### src/hdl/cww_pkg.sv
`default_nettype none
package cww_pkg;

  localparam int unsigned IN_DATA_W  = 80;
  localparam int unsigned OUT_DATA_W = 88;
  localparam int unsigned WORD_W     = 72;
  localparam int unsigned DIST_W     = 50;
  localparam int unsigned ENTRY_W    = 10;

  typedef enum logic [1:0] {
    MODE_LOAD   = 2'd0,
    MODE_TARGET = 2'd1,
    MODE_QUERY  = 2'd2,
    MODE_NONE   = 2'd3
  } mode_t;

  typedef enum logic [1:0] {
    REG_PARKING   = 2'd0,
    REG_MAX_DIST  = 2'd1,
    REG_LANE_DIST = 2'd2,
    REG_NONE      = 2'd3
  } reg_idx_t;

  typedef enum logic [2:0] {
    ST_IDLE,
    ST_QSTART,
    ST_SCAN,
    ST_FIN,
    ST_WIN,
    ST_ERD,
    ST_ELD
  } state_t;

  localparam logic signed [8:0] STATIC_MODE = -9'sd2;

  typedef struct packed {
    logic              parking;
    logic signed [9:0] match;
    logic [7:0]        target;
  } qual_t;

endpackage
`default_nettype wire

### src/hdl/cww_dist.sv
`default_nettype none
module cww_dist
  import cww_pkg::*;
#(
  parameter int unsigned EW = 10
) (
  input  wire logic              clk,
  input  wire logic              rst,
  input  wire logic              in_valid,
  input  wire logic [EW-1:0]     in_idx,
  input  wire logic [WORD_W-1:0] word,
  input  wire logic [23:0]       px,
  input  wire logic [23:0]       py,
  input  wire qual_t             qual,
  output logic                   out_valid,
  output logic      [EW-1:0]     out_idx,
  output logic                   out_ok,
  output logic      [DIST_W-1:0] out_dist,
  output logic                   busy
);

  logic signed [24:0] dx, dy;
  logic signed [9:0]  diff;
  logic [7:0]         m;
  logic               ok;

  logic              v1, v2;
  logic [EW-1:0]     idx1, idx2;
  logic              ok1, ok2;
  logic [24:0]       ax, ay;
  logic [DIST_W-1:0] sx, sy;

  always_comb begin
    m    = word[71:64];
    dx   = {px[23], px} - {word[23], word[23:0]};
    dy   = {py[23], py} - {word[47], word[47:24]};
    diff = signed'({2'b00, m}) - signed'({2'b00, qual.target});
    if (qual.parking) begin
      ok = (signed'({2'b00, m}) == qual.match);
    end else begin
      ok = (diff >= -10'sd1) && (diff <= 10'sd1);
    end
  end

  always_ff @(posedge clk) begin
    if (rst) begin
      v1        <= 1'b0;
      v2        <= 1'b0;
      out_valid <= 1'b0;
    end else begin
      v1        <= in_valid;
      v2        <= v1;
      out_valid <= v2;
    end
    ax       <= dx[24] ? 25'(-dx) : 25'(dx);
    ay       <= dy[24] ? 25'(-dy) : 25'(dy);
    ok1      <= ok;
    idx1     <= in_idx;
    sx       <= ax * ax;
    sy       <= ay * ay;
    ok2      <= ok1;
    idx2     <= idx1;
    out_dist <= sx + sy;
    out_ok   <= ok2;
    out_idx  <= idx2;
  end

  assign busy = v1 | v2 | out_valid;

endmodule
`default_nettype wire

### config.mk
export PLATFORM = sky130hd
export DESIGN_NAME = cww_dist
export DESIGN_NICKNAME = d
export VERILOG_FILES = /design/src/hdl/cww_pkg.sv /design/src/hdl/cww_dist.sv
export SDC_FILE = /design/constraint.sdc
export NUM_CORES = 2
export LEC_CHECK = 0
export ABC_CLOCK_PERIOD_IN_PS = 8900
export BUFFER_PORTS_ARGS = -buffer_cell sky130_fd_sc_hd__buf_4
export CAP_MARGIN = 20
export CORE_UTILIZATION = 56
export CTS_BUF_LIST = sky130_fd_sc_hd__clkbuf_8
export CTS_CLUSTER_SIZE = 12
export DETAILED_ROUTE_END_ITERATION = 10
export PLACE_DENSITY = 0.74
export SYNTH_ARGS = -nofsm -noshare
export SYNTH_HDL_FRONTEND = slang
export SYNTH_SLANG_ARGS = --single-unit
### constraint.sdc
create_clock -name clk -period 8.9 [get_ports clk]
set_input_delay 0.89 -clock clk [delete_from_list [all_inputs] [get_ports clk]]
set_output_delay 0.89 -clock clk [all_outputs]
set_load 0.02 [all_outputs]
==> reports/summary.txt <==
TritonCTS clock tree: built
initial antenna violation count: 2
Cell variety after synth: 80
Post-Syn Nets: 6741
Cells after Synth: 5169
hold crit path type: flop to flop
layout cells sized above 1: 7.10%
CTS Buffer Depth: 3
Mapped Area: 0.0469 sq mm
CP max-delay cell: dfxtp_1
Worst-Margin Slew: 1.06 ns
largest net degree at the start of global routing: 27
count leader, synth: inv_1
DRC Markers: 0
Slew HR: 28.9%
Final setup viols: 0
Area growth syn-to-layout: 8.10%
CTS Hold Bufs: 0
core area: 0.0825 sq mm
FILL cells: 7013
Overflow after GRT: 0
post-CTS setup buffer count: 0
min Tclk post-route: 7.95 ns
RSZ-0062 raised after global routing: false
hold path depth: 0
Hold WS: 0.324 ns
# rows: 105
Detailed Route Iter0 Violations: 1884
largest area contributor in the netlist: fa_1
Worst R2R End: sx[48]
Die X-Extent: 291 microns
# nets final: 6916
Synth Register Bits: 234
Final Hold Viols: 0
Worst R2R Start: ax[7]
first-pass GRT wire length: 174 mm
R2R Setup Slk: 0.95 ns
IO Pins: 215
CTS Sinks: 234
Avg Cell Area, Syn: 9.07 sq um
Routed WL: 103 mm
status: finished, final reports clean
H-tree depth: 2
setup tns final: 0 ns
Crit Path Category: flop to flop
TritonCTS Buffers: 44
Critical Path Start Type: flop
Placer Congestion: 0.928
CP arrival: 8.49 ns
vias per inst: 5.27
All-Layer GR Usage: 25.5%
Worst Path Max Fanout: 17
number of flops mapped to enable cells by yosys: 0
Most common cell on crit path: fa_1
Crit path largest cell delay: 0.99 ns
WL per Instance: 15.9 microns
Clock Latency Late Sink: 0.64 ns
Worst Hold Path EP: idx2[0]
achievable clock frequency: 0.126 GHz
Final Max Slew Viols: 0
Synth Flop Type: dfxtp_1
commonest cells in the netlist: 1424 x inv_1, 936 x fa_1, 484 x ha_1
Yosys top cell area share: 40.0%
vias in the first global route: 35915
Starting Density: 56.8%
hold path startpoint: idx1[0]
Setup Skew: 0.0373 ns
cells taking the most area after synthesis: fa_1 40%, ha_1 13%, inv_1 11%
first-pass detailed-route iteration total: 5
worst-case reg-to-reg path depth: 23
ys async rst share: 0%
via count: 33998
post-CTS resize count: 0
hpwl dp: 87.0 mm
Antenna Nets Post-Route: 0
max_cap viols: 0
YS warnings: 0
critical path cell sequence: nand2_1 -> fa_1 -> inv_1 -> fa_1 -> inv_1 -> fa_1 -> fa_1 -> inv_1 -> fa_1 -> fa_1 -> inv_1 -> fa_1 -> inv_1 -> ha_1 -> a21o_1 -> a21oi_1 -> o211ai_1 -> and3_1 -> nor4_1 -> o21ai_1 -> a211o_1 -> a21oi_1 -> xnor2_1
die area: 0.0849 sq mm
Worst Path Required: 9.45 ns
die height: 291 microns
sequential share of the synthesized area: 9.99%
crit path from: ax[7]
Clock Tree Root: clkbuf_8
CTS clk-pin slew, worst paths: 0.06 ns
Tcrit/Tclk final: 89.3%
IO Port Bufs: 198
Worst setup EP type: flop
-- how the worst max path moves through the flow --
stage	endpoint	slack [ns]	cells past startpoint
2_1_floorplan	sx[49]	1.76	26
3_3_place_gp	sx[48]	1.10	26
3_5_place_dp	sx[48]	1.08	23
4_1_cts	sx[48]	1.01	23
5_1_grt	sy[47]	0.65	25
6_report	sx[48]	0.95	23
-- sequential cells by signal (all words and copies together) (netlist names), 10 cells and up --
name      cells
out_dist     50
sx           49
sy           49
ax           25
ay           25
idx1         10
idx2         10
out_idx      10
-- stage by stage --
stage	std cells	setup WS, ns	util, %	area (sq um)
floorplan	5169	1.76	-	46900
global placement	6368	1.10	60.3	49700
detailed placement	6368	1.08	60.3	49700
CTS	6448	1.01	61.4	50700
global route	6449	0.655	61.4	50700
finish	6449	0.953	61.4	50700
-- metal layers --
layer / up-vias / routed length [microns] / global-route usage (%)
met4: 0 / 2600 / 6.48
met2: 960 / 49400 / 42.9
met5: - / 0 / 0
li1: 15941 / - / -
met1: 16921 / 43500 / 34.5
met3: 176 / 7160 / 3.71
-- layout by cell type, fill, tap and decap left out, types with 83 or more instances in the layout --
cell type	netlist	final
xnor2_1	167	167
o21ai_0	83	83
fa_1	936	936
ha_1	484	484
dfxtp_1	234	234
a21oi_1	184	184
inv_1	1424	1433
buf_4	0	273
and2_1	255	255
nand2_1	407	407
a21o_1	110	110
xor2_1	89	89
nor2_1	188	188
-- cell families after synthesis --
| kind of cell | share of synthesized area [%] |
|---|---|
| flip-flops | 9.99 |
| buffers and inverters | 12.6 |
| adder cells (fa/ha/maj) | 52.9 |
| multiplexers | 0.179 |
| XOR/XNOR | 4.78 |
| AND/OR/NAND/NOR | 11.4 |
| AO/OA/AOI/OAI | 8.20 |
-- critical path, delay by kind of cell, from the launching register on --
kind / cells / cell delay (ns)
compound gates: 6 / 1.30
simple gates: 3 / 1.20
xor+xnor: 1 / 0.14
buf+inv: 5 / 0.27
fa+ha+maj: 8 / 3.95
flops: 1 / 0.99
-- area by class of cell --
| class | count | area (sq um) | area share [%] |
|---|---|---|---|
| Inverter | 1427 | 5360 | 10.6 |
| Clock inverter | 27 | 201 | 0.398 |
| Multi-Input combinational cell | 3363 | 36300 | 71.6 |
| Timing Repair Buffer | 274 | 2070 | 4.08 |
| Tap cell | 1070 | 1340 | 2.64 |
| Clock buffer | 53 | 729 | 1.44 |
| Sequential cell | 234 | 4680 | 9.25 |
| Antenna cell | 1 | 2.50 | 0.00494 |
Power is not shown: default switching activity piles up to over one toggle a cycle in this logic, so the estimate is an artifact.
